**src/rtl/core/quadratic_calibrated_histogram_core_defines.svh**
```systemverilog
// ----------------------------------------------------------------------------
// quadratic calibrated histogram: assertion macros
// shared assertion forms for the histogram core, clocked on clk, off in reset
// ----------------------------------------------------------------------------
`ifndef QUADRATIC_CALIBRATED_HISTOGRAM_CORE_DEFINES_SVH
`define QUADRATIC_CALIBRATED_HISTOGRAM_CORE_DEFINES_SVH

// same-cycle implication
`define QCH_ASSERT_IMP(lbl, ante, cons) \
	lbl: assert property (@(posedge clk) disable iff (!arst_n) (ante) |-> (cons)) \
		else $error("qchist: same-cycle check failed");

// next-cycle implication
`define QCH_ASSERT_NXT(lbl, ante, cons) \
	lbl: assert property (@(posedge clk) disable iff (!arst_n) (ante) |=> (cons)) \
		else $error("qchist: next-cycle check failed");

`endif

```
**src/rtl/core/qchist_pkg.sv**
```systemverilog
// ----------------------------------------------------------------------------
// qchist_pkg
// widths, codes and control/status types shared by the histogram core
// ----------------------------------------------------------------------------
package qchist_pkg;

	localparam int MAX_BINS    = 256;
	localparam int SLOTS       = MAX_BINS + 2;
	localparam int ADDR_W      = $clog2(SLOTS);

	localparam int DATA_W      = 32;
	localparam int COUNT_W     = 32;
	localparam int SLOT_W      = 9;
	localparam int NB_W        = 9;
	localparam int BPU_W       = 31;
	localparam int Q_FRAC      = 16;
	localparam int SCALE_SHIFT = 32;
	localparam int IDX_W       = 31;
	localparam int MUL_W       = DATA_W + 1;
	localparam int PROD_W      = 2 * MUL_W;
	localparam int SQ_W        = 47;
	localparam int ACC_W       = 80;

	localparam int CFG_IDX_W   = 3;
	localparam int CFG_DATA_W  = 32;
	localparam int IN_TDATA_W  = 48;
	localparam int OUT_TDATA_W = 48;

	// register indexes
	localparam logic [CFG_IDX_W-1:0] CFG_COEF_LINEAR    = 3'd0;
	localparam logic [CFG_IDX_W-1:0] CFG_COEF_QUADRATIC = 3'd1;
	localparam logic [CFG_IDX_W-1:0] CFG_RANGE_LOW      = 3'd2;
	localparam logic [CFG_IDX_W-1:0] CFG_BINS_PER_UNIT  = 3'd3;
	localparam logic [CFG_IDX_W-1:0] CFG_BINS_IN_USE    = 3'd4;

	// item kinds
	localparam logic CMD_FILL = 1'b0;
	localparam logic CMD_READ = 1'b1;

	// multiplier operand selection
	localparam int MUL_SEL_W = 3;
	localparam logic [MUL_SEL_W-1:0] MUL_SQ  = 3'd0;
	localparam logic [MUL_SEL_W-1:0] MUL_AE  = 3'd1;
	localparam logic [MUL_SEL_W-1:0] MUL_BH  = 3'd2;
	localparam logic [MUL_SEL_W-1:0] MUL_BL  = 3'd3;
	localparam logic [MUL_SEL_W-1:0] MUL_SCL = 3'd4;

	typedef struct packed {
		logic                 load_item;
		logic                 mul_en;
		logic [MUL_SEL_W-1:0] mul_sel;
		logic                 sq_load;
		logic                 acc_load;
		logic                 acc_add_hi;
		logic                 acc_add_lo;
		logic                 sat_load;
		logic                 bin_load;
		logic                 ram_re;
		logic                 ram_we_inc;
		logic                 clr_step;
		logic                 load_out;
	} qchist_cmd_t;

	typedef struct packed {
		logic clr_done;
		logic out_busy;
	} qchist_sts_t;

endpackage

```
**src/rtl/core/qchist_ctrl.sv**
```systemverilog
// ----------------------------------------------------------------------------
// qchist_ctrl
// sequencer for clear pass, fill steps on the shared multiplier and bin reads
// ----------------------------------------------------------------------------
module qchist_ctrl (
	input  logic                     clk,
	input  logic                     arst_n,
	input  logic                     in_valid,
	input  logic                     in_cmd,
	output logic                     in_ready,
	input  qchist_pkg::qchist_sts_t  sts,
	output qchist_pkg::qchist_cmd_t  cmd
);
	import qchist_pkg::*;

	localparam int ST_W = 4;
	localparam logic [ST_W-1:0] ST_CLEAR  = 4'd0;
	localparam logic [ST_W-1:0] ST_IDLE   = 4'd1;
	localparam logic [ST_W-1:0] ST_SQ     = 4'd2;
	localparam logic [ST_W-1:0] ST_AE     = 4'd3;
	localparam logic [ST_W-1:0] ST_BH     = 4'd4;
	localparam logic [ST_W-1:0] ST_BL     = 4'd5;
	localparam logic [ST_W-1:0] ST_SUM    = 4'd6;
	localparam logic [ST_W-1:0] ST_SAT    = 4'd7;
	localparam logic [ST_W-1:0] ST_SCL    = 4'd8;
	localparam logic [ST_W-1:0] ST_BIN    = 4'd9;
	localparam logic [ST_W-1:0] ST_RMW_RD = 4'd10;
	localparam logic [ST_W-1:0] ST_RMW_WR = 4'd11;
	localparam logic [ST_W-1:0] ST_RD_REQ = 4'd12;
	localparam logic [ST_W-1:0] ST_RD_OUT = 4'd13;

	logic [ST_W-1:0] state_q;
	logic [ST_W-1:0] state_d;

	always_ff @(posedge clk or negedge arst_n) begin
		if (!arst_n) begin
			state_q <= ST_CLEAR;
		end else begin
			state_q <= state_d;
		end
	end

	always_comb begin
		state_d  = state_q;
		cmd      = '0;
		in_ready = 1'b0;
		case (state_q)
			ST_CLEAR: begin
				cmd.clr_step = 1'b1;
				if (sts.clr_done) begin
					state_d = ST_IDLE;
				end
			end
			ST_IDLE: begin
				in_ready = 1'b1;
				if (in_valid) begin
					cmd.load_item = 1'b1;
					state_d = (in_cmd == CMD_READ) ? ST_RD_REQ : ST_SQ;
				end
			end
			ST_SQ: begin
				cmd.mul_en  = 1'b1;
				cmd.mul_sel = MUL_SQ;
				state_d     = ST_AE;
			end
			ST_AE: begin
				cmd.sq_load = 1'b1;
				cmd.mul_en  = 1'b1;
				cmd.mul_sel = MUL_AE;
				state_d     = ST_BH;
			end
			ST_BH: begin
				cmd.acc_load = 1'b1;
				cmd.mul_en   = 1'b1;
				cmd.mul_sel  = MUL_BH;
				state_d      = ST_BL;
			end
			ST_BL: begin
				cmd.acc_add_hi = 1'b1;
				cmd.mul_en     = 1'b1;
				cmd.mul_sel    = MUL_BL;
				state_d        = ST_SUM;
			end
			ST_SUM: begin
				cmd.acc_add_lo = 1'b1;
				state_d        = ST_SAT;
			end
			ST_SAT: begin
				cmd.sat_load = 1'b1;
				state_d      = ST_SCL;
			end
			ST_SCL: begin
				cmd.mul_en  = 1'b1;
				cmd.mul_sel = MUL_SCL;
				state_d     = ST_BIN;
			end
			ST_BIN: begin
				cmd.bin_load = 1'b1;
				state_d      = ST_RMW_RD;
			end
			ST_RMW_RD: begin
				cmd.ram_re = 1'b1;
				state_d    = ST_RMW_WR;
			end
			ST_RMW_WR: begin
				cmd.ram_we_inc = 1'b1;
				state_d        = ST_IDLE;
			end
			ST_RD_REQ: begin
				cmd.ram_re = 1'b1;
				state_d    = ST_RD_OUT;
			end
			ST_RD_OUT: begin
				if (!sts.out_busy) begin
					cmd.load_out = 1'b1;
					state_d      = ST_IDLE;
				end
			end
			default: begin
				state_d = ST_IDLE;
			end
		endcase
	end

endmodule

```
**config.mk**
```make
export PLATFORM = sky130hd
export DESIGN_NAME = qchist_ctrl
export DESIGN_NICKNAME = d
export VERILOG_FILES = /design/src/rtl/core/quadratic_calibrated_histogram_core_defines.svh /design/src/rtl/core/qchist_pkg.sv /design/src/rtl/core/qchist_ctrl.sv
export SDC_FILE = /design/constraint.sdc
export NUM_CORES = 1
export LEC_CHECK = 0
export BUFFER_PORTS_ARGS = -buffer_cell sky130_fd_sc_hd__buf_4
export CELL_PAD_IN_SITES_DETAIL_PLACEMENT = 2
export CELL_PAD_IN_SITES_GLOBAL_PLACEMENT = 2
export CORE_MARGIN = 8
export CORE_UTILIZATION = 20
export DETAILED_ROUTE_END_ITERATION = 12
export PLACE_DENSITY = 0.75
export SETUP_SLACK_MARGIN = 0.3
export SKIP_LAST_GASP = 1
export SLEW_MARGIN = 20
export SYNTH_ARGS = -nofsm -noshare
export SYNTH_HDL_FRONTEND = slang
export SYNTH_SLANG_ARGS = --single-unit
```
**constraint.sdc**
```tcl
create_clock -name clk -period 1.6 [get_ports clk]
set_input_delay 0 -clock clk [delete_from_list [all_inputs] [get_ports clk]]
set_output_delay 0 -clock clk [all_outputs]
set_load 0.005 [all_outputs]
```
# == After elaboration in Yosys (flattened, before gate mapping) ==
# Index checks and enable logic that the tools add are counted.
# op_classes
n_eq_ne,16
muxes,20
reduce_logical,3
# op_table
cell,count
4-bit case mux with 13 select lines,1
4-bit == test (second input constant),6
4-bit case mux with 5 select lines,1
4-bit by 3-bit == test with 1-bit output (second input constant),4
4-bit 2-to-1 mux,4
1-bit 2-to-1 mux,14
4-bit by 2-bit == test with 1-bit output (second input constant),2
2-bit != test (second input constant),3
4-bit by 1-bit == test with 1-bit output (second input constant),1
4-bit zero test,1
3-bit AND reduction,1
2-bit OR reduction,1
# totals
reg_bits,4
input_bits,6
out_inout_bits,16
elab_cells,40

# == Logic depth before layout (Yosys ltp) ==
# Gate-level depths: netlist of the first run.
# depth
depth_word,3
ltp_mapped,4
ltp_nobuf,3

# == Least setup slack after synthesis of the first run ==
# No wires, ideal clock.
# synth_timing
path_kind,register to register
from,reg state_q[1]
to,reg state_q[0]
setup_time_ps,121
arrival_time_ps,1150
required_time_ps,1479
slack_ps,330
stages_incl_launch_ff,5
path_buffers,1
synth_period_minus_slack_ps,1270
path_cell_list,dfrtp_1 buf_6 or4_1 a21oi_1 nor2_1
# synth_between
elab_chain_cells,3
elab_cells_between_ends,18
classes_between,eq/ne: 15; mux: 1; reduce/logical: 2
# synth_lines
element,line,source
from (decl),qchist_ctrl.sv:32,logic [ST_W-1:0] state_q;
from (signal assigned),qchist_ctrl.sv:39,state_q <= state_d;
4-bit == test (tied with other cells),qchist_ctrl.sv:47,case (state_q)
2-bit != test (no line),-,
3-bit AND reduction (no line),-,
# Several ways; a longest one is shown, not always the timed one.
# A chain may end at the register's enable or synchronous reset.

==> key figures, run 1 <==
Status
  – Outcome: completed

Final layout
  – Largest regs: state_q x4
  – Most frequent cells in the layout: buf_4 (32), nor2_1 (8)
  – Share of cells above drive strength 1: about 58%
  – Nets: 96
  – Number of flip-flops in the largest register: 4
  – Filler cell count: 238
  – Area growth syn-to-layout: 95.3%
  – Largest register by flop count: state_q
  – Commonest non-fill, non-tap cell in the layout: buf_4
  – N_diodes: 0

Detailed routing
  – Routed WL per cell: between 15 and 20 um
  – DRT iter0 DRCs: 10
  – Via density: 4.57
  – Residual DRC count: 0
  – WL final: approximately 1900 um
  – Antenna Nets Post-Route: 0
  – 1st-pass router iterations: 4
  – Via count: between 500 and 600

Clock tree
  – Clock insertion delay at the later pin of the skew report: around 0.24 ns
  – Clock Path Buffers: 2
  – H-tree Lvls: 1
  – CTS buffer count: 3
  – CTS tree: yes
  – Clk root buf: clkbuf_4
  – Clock transition at path regs: ~0.040 ns
  – CTS sink count: 4

Global routing
  – Initial antenna violation count: 0
  – GR peak layer: met2
  – Met3 usage: under 10%
  – Number of global-route vias before repair: between 600 and 700
  – GRT Util Overall: between 10% and 20%
  – Met2 Usage GRT: between 10% and 20%
  – First-pass GRT wire length: 2760 um
  – Met1 GRT Util: about 9.6%
  – Total grt overflow: 0
  – Largest net degree at the start of global routing: 15

Synth
  – Synth Area per Inst: between 7 and 8 sq um
  – Synth area leader: dfrtp_1
  – Register area share after synthesis: between 20% and 30%
  – Yosys warns: 0
  – Library cells used by synthesis: 25
  – Yosys reg bits: 4
  – Post-synth top area share: between 20% and 30%
  – Post-Syn Area: between 300 and 400 sq um
  – Synthesized Nets: 60
  – Top cells by area, synth: dfrtp_1 (25%), nor3_1 (8.9%), nor2_1 (7.6%)
  – Synth Instances: between 50 and 60

STA
  – Relative slew slack: 83.1%
  – Crit path time final: around 1.4 ns
  – Post-Route Skew: 0.00942 ns
  – Crit share post-route: around 86%
  – Tightest Pin Transition: ~0.25 ns
  – Final setup vio count: 0
  – Highest clock rate: between 700 and 800 MHz
  – RSZ-0062 raised after global routing: yes
  – Fin Setup TNS: 0 ns
  – WHS: 0.0959 ns
  – Final Hold Viols: 0
  – Fin. max-slew vios: 0

Die
  – DIE AREA: ~0.0037 sq mm
  – # rows: 16
  – Core footprint: between 0.0015 and 0.002 sq mm
  – Die X: roughly 60 um
  – Initial Utilization: just over 20%
  – Die height: 60.5 um
  – IO Pins: 22

Worst hold path
  – HP Class: in2async

Worst setup path
  – Kind of cell adding the most delay to the critical path: simple AND/OR/NAND/NOR gates
  – Worst setup EP type: primary output
  – Max stage delay cell, worst path: dfrtp_1
  – Worst EP required: 1.60 ns
  – Critical Path AT: approximately 1.4 ns
  – Cell Chain, Critical Path: buf_6 -> nand2b_4 -> nor3_4 -> and2_1 -> buf_4
  – CP bufs+invs: 2
  – Largest fanout on the critical path: 6
  – Kind of critical path: reg2out
  – Crit path launch type: flop
  – Max incr delay on CP: slightly above 0.4 ns

Placed design
  – PortBufs: 21
  – Gpl congestion: around 0.71
  – Final HPWL DP: 1270 um

Pwr
  – Peak supply drop: approximately 0.7 mV
  – Power per cell area: 2180 mW/mm^2
  – Leak: 0.375 nW

Job
  – Max-cap viol count: 0
where the power goes:
group / total [W] / internal [W] / switching (W) / leakage [nW]
logic: 0.00132 / 0.000709 / 0.000607 / 0.316
registers: 0.000235 / 0.000159 / 0.0000765 / 0.0457
clock network: 0.000133 / 0.0000844 / 0.0000488 / 0.0138
total: 0.00168 / 0.000952 / 0.000733 / 0.375
repair_timing:
action | in CTS | in global routing
hold buffers | 1 | 0
pin swaps | 5 | 3
gates resized for setup | 8 | 11
buffers inserted | 2 | 7
hold endpoints to repair | 4 | 0
setup endpoints to repair | 11 | 10
cells by family (layout without fill, tap and decap cells):
family / Yosys count / after routing / share of synthesized area [%]
AO/OA/AOI/OAI: 13 / 13 / 21.5
XOR/XNOR: 1 / 1 / 2.22
buffers and inverters: 6 / 40 / 8.54
flip-flops: 4 / 4 / 25.3
multiplexers: 2 / 2 / 5.38
AND/OR/NAND/NOR: 28 / 28 / 37.0
final cells by class:
cell class / count / area [sq um] / share of cell area [%]
Multi-Input combinational cell: 44 / 325 / 42.1
Timing Repair Buffer: 36 / 284 / 36.8
Sequential cell: 4 / 103 / 13.3
Tap cell: 27 / 33.8 / 4.38
Clock buffer: 3 / 22.5 / 2.92
Inverter: 1 / 3.75 / 0.486
final timing paths:
kind / start / to / slack [ns] / cells past startpoint
min reg2reg: state_q[0]$_DFFE_PN0P_ / state_q[0]$_DFFE_PN0P_ / 0.63 / 3
max reg2reg: state_q[2]$_DFFE_PN0P_ / state_q[3]$_DFFE_PN0P_ / 0.30 / 5
min in group clk: sts[1] / state_q[0]$_DFFE_PN0P_ / 0.12 / 4
max in group asynchronous: arst_n / state_q[2]$_DFFE_PN0P_ / 1.38 / 2
max: state_q[1]$_DFFE_PN0P_ / cmd[14] / 0.22 / 5
min: arst_n / state_q[3]$_DFFE_PN0P_ / 0.1 / 2
through the flow:
stage / instances / utilization, % / power (W) / instance area, sq um / setup slack [ns]
6_report: 115 / 40.2 / 0.00168 / 772 / 0.217
5_1_grt: 115 / 40.2 / 0.00181 / 772 / 0.158
4_1_cts: 108 / 35.0 / 0.00142 / 672 / 0.239
3_5_place_dp: 102 / 30.9 / 0.00118 / 594 / 0.315
3_3_place_gp: 102 / 30.9 / 0.00114 / 594 / 0.356
2_1_floorplan: 54 / - / 0.000767 / 395 / 0.330
Yosys cell counts (all sizes together):
library cell  count
nor2              8
nor3              7
buf               4
dfrtp             4
nand2b            4
o21ai             4
a21o              3
a21oi             3
nand2             2
nor3b             2
a221oi            1
a22o              1
and2              1
clkbuf            1
inv               1
mux2              1
mux2i             1
nand3b            1
nor2b             1
nor4              1
o211a             1
or4               1
xnor2             1
layer usage:
metal | share of wire [%] | up-vias
li1 | - | 258
met1 | 42 | 247
met2 | 53 | 16
met3 | 3.1 | 5
met4 | 2.5 | 0
met5 | 0 | -
No activity file was read; power rests on OpenSTA's default activity.
==> run 2, diff against run 1 <==
Settings changed: CORE_MARGIN 8 to 3, PLACE_DENSITY 0.75 to unset, PLACE_DENSITY_LB_ADDON set to 0.1.
==> run 2 against run 1 <==
Count of clock-buffer cells in the layout unchanged. Critical path type unchanged. Critical endpoint unchanged. Non-clock buffer count rose by 1. Total power rose by 12%. Via count up 5.5%. Flip-flop and latch count stayed put. Die area fell by 30%.
==> key figures, run 2 (same netlist as run 1, synthesis figures left out) <==
Global routing
  – Largest net degree at the start of global routing: 14 (-1)
  – Total grt overflow: 0 (unchanged)
  – Initial antenna violation count: 0 (unchanged)
  – Number of global-route vias before repair: 572 (-6.8%)
  – First-pass GRT wire length: 2780 um (+0.72%)
  – GRT Util Overall: 14.6% (+4.5 points)

Die
  – # rows: 15 (-1)
  – Initial Utilization: 21.9% (+1.4 points)
  – Core footprint: 0.00180 sq mm (-6.2%)
  – Die X: 50.5 um (-17%)
  – IO Pins: 22 (unchanged)
  – DIE AREA: 0.00255 sq mm (-30%)
  – Die height: 50.5 um (-17%)

STA
  – Relative slew slack: 83.0% (about the same)
  – Fin Setup TNS: 0 ns (unchanged)
  – Fin. max-slew vios: 0 (unchanged)
  – WHS: 0.100 ns (+0.00450 ns)
  – RSZ-0062 raised after global routing: yes
  – PnR worst setup slack: 0.286 ns (+0.0698 ns)
  – Crit path time final: 1.31 ns (-0.0698 ns)
  – Crit share post-route: 82.1% (-4.4 points)
  – Post-Route Skew: 0.00715 ns (-0.00228 ns)
  – Final setup vio count: 0 (unchanged)
  – Final Hold Viols: 0 (unchanged)
  – Tightest Pin Transition: 0.252 ns (+0.000799 ns)
  – Highest clock rate: 761 MHz (+5.3%)

Worst setup path
  – Kind of critical path: reg2out
  – Worst setup EP type: primary output
  – Largest fanout on the critical path: 6 (unchanged)
  – Crit path launch type: flop
  – Worst EP required: 1.60 ns (about the same)
  – Critical Path AT: 1.31 ns (-0.07 ns)
  – Reg2Reg Depth: 3 (-2)

Pwr
  – Leak: 0.396 nW (+5.6%)
  – Power per cell area: 2260 mW/mm^2 (+3.5%)
  – Clock share of power: 6.7% (-1.2 points)
  – Pint: 0.00106 W (+12%)
  – Sw frac: 43.4% (-0.093 points)
  – Sw Pwr: 0.000816 W (+11%)
  – Peak supply drop: 1.01 mV (+43%)
  – Sequential share of power: 13.1% (-0.9 points)
  – Combinational group share of total power: 80.2% (+2.1 points)

Clock tree
  – CTS tree: yes
  – Clock insertion delay at the later pin of the skew report: 0.24 ns (about the same)
  – CTS buffer count: 3 (unchanged)
  – Clock transition at path regs: 0.04 ns (about the same)
  – Clk root buf: clkbuf_4
  – CTS sink count: 4 (unchanged)
  – H-tree Lvls: 1 (unchanged)
  – Clock Path Buffers: 2 (unchanged)

Final layout
  – Nets: 97 (+1.0%)
  – Area growth syn-to-layout: 111%
  – Area of the multi-input gates: 372 sq um (+14%)
  – Final instance area: 833 sq um (+7.9%)
  – Sequential cell area: 104 sq um (+1.2%)
  – Largest register by flop count: state_q
  – Largest regs: state_q x4
  – N_diodes: 0 (unchanged)
  – Commonest non-fill, non-tap cell in the layout: buf_4
  – Number of flip-flops in the largest register: 4 (unchanged)
  – Final Util: 46.3% (+6.1 points)
  – Most frequent cells in the layout: buf_4 (30), nor2_1 (8), nor3_1 (4), buf_6 (4)
  – Filler cell count: 219 (-8.0%)
  – Share of cells above drive strength 1: 64.0% (+6.1 points)

Status
  – Outcome: completed

Detailed routing
  – Residual DRC count: 0 (unchanged)
  – Antenna Nets Post-Route: 0 (unchanged)
  – Routed WL per cell: 16.6 um (-1.6%)
  – Via density: 4.87 (+6.4%)
  – Via count: 555 (+5.5%)
  – WL final: 1890 um (-2.4%)
  – 1st-pass router iterations: 4 (unchanged)
  – DRT iter0 DRCs: 5 (-5)

Job
  – Max-cap viol count: 0 (unchanged)

Placed design
  – Pre-CTS setup slack: 0.251 ns (-0.0642 ns)
  – PortBufs: 21 (unchanged)
  – Gpl congestion: 0.701 (-1.7%)
  – Final HPWL DP: 1080 um (-15%)
  – Area after DPL: 584 sq um (-1.7%)

Worst hold path
  – HP Class: in2async
-- run 2: path summary, 6_finish.rpt --
kind	startpoint	endpoint	slack, ns
setup / recovery	state_q[2]$_DFFE_PN0P_	cmd[14]	0.29
hold / removal	arst_n	state_q[2]$_DFFE_PN0P_	0.10
setup reg to reg	state_q[1]$_DFFE_PN0P_	state_q[0]$_DFFE_PN0P_	0.29
hold reg to reg	state_q[1]$_DFFE_PN0P_	state_q[2]$_DFFE_PN0P_	0.68
max in group asynchronous	arst_n	state_q[3]$_DFFE_PN0P_	1.38
min in group clk	sts[1]	state_q[0]$_DFFE_PN0P_	0.16
-- run 2: cell type report --
| cell class | count | area share [%] |
|---|---|---|
| inverters | 1 | 0.450 |
| multi-input cells | 44 | 44.6 |
| well taps | 25 | 3.75 |
| repair buffers | 37 | 36.0 |
| clock buffers | 3 | 2.70 |
| flip-flops and latches | 4 | 12.5 |
-- run 2: through the flow --
| step | instances | power (W) |
|---|---|---|
| after floorplan | 54 | 0.000767 |
| after global placement | 99 | 0.00114 |
| after detailed placement | 99 | 0.00115 |
| after CTS | 107 | 0.00150 |
| after global routing | 114 | 0.00203 |
| final | 114 | 0.00188 |
-- run 2: routing by layer --
layer | routed length [um] | share of wire, % | global-route usage (%)
met1 | 789 | 42 | 18.6
met2 | 988 | 52 | 24.1
met3 | 78 | 4.1 | 2.08
met4 | 34 | 1.8 | 6.73
met5 | 0 | 0 | 0
-- run 2: what timing repair did --
| item | in CTS | in global routing |
|---|---|---|
| pin swaps | 1 | 2 |
| buffers inserted | 4 | 6 |
| hold buffers | 1 | 0 |
| endpoints found under the setup margin | 10 | 10 |
| resized for setup | 14 | 16 |
| hold endpoints to repair | 4 | 0 |
| cloned | 0 | 1 |
-- run 2: power by group through the flow --
stage / sequential (W) / combinational (W) / clock (W)
2_1_floorplan: 0.000197 / 0.000570 / 0
3_3_place_gp: 0.000231 / 0.000911 / 0
3_5_place_dp: 0.000235 / 0.000911 / 0
4_1_cts: 0.000238 / 0.00114 / 0.000124
5_1_grt: 0.000259 / 0.00164 / 0.000138
6_report: 0.000247 / 0.00151 / 0.000126
-- run 2: worst max-delay path, stage by stage (launching register included) --
cell and delay [ns]:
dfrtp_2 0.45, buf_4 0.18, nor3_4 0.19, and2_4 0.16
buf_4 0.10
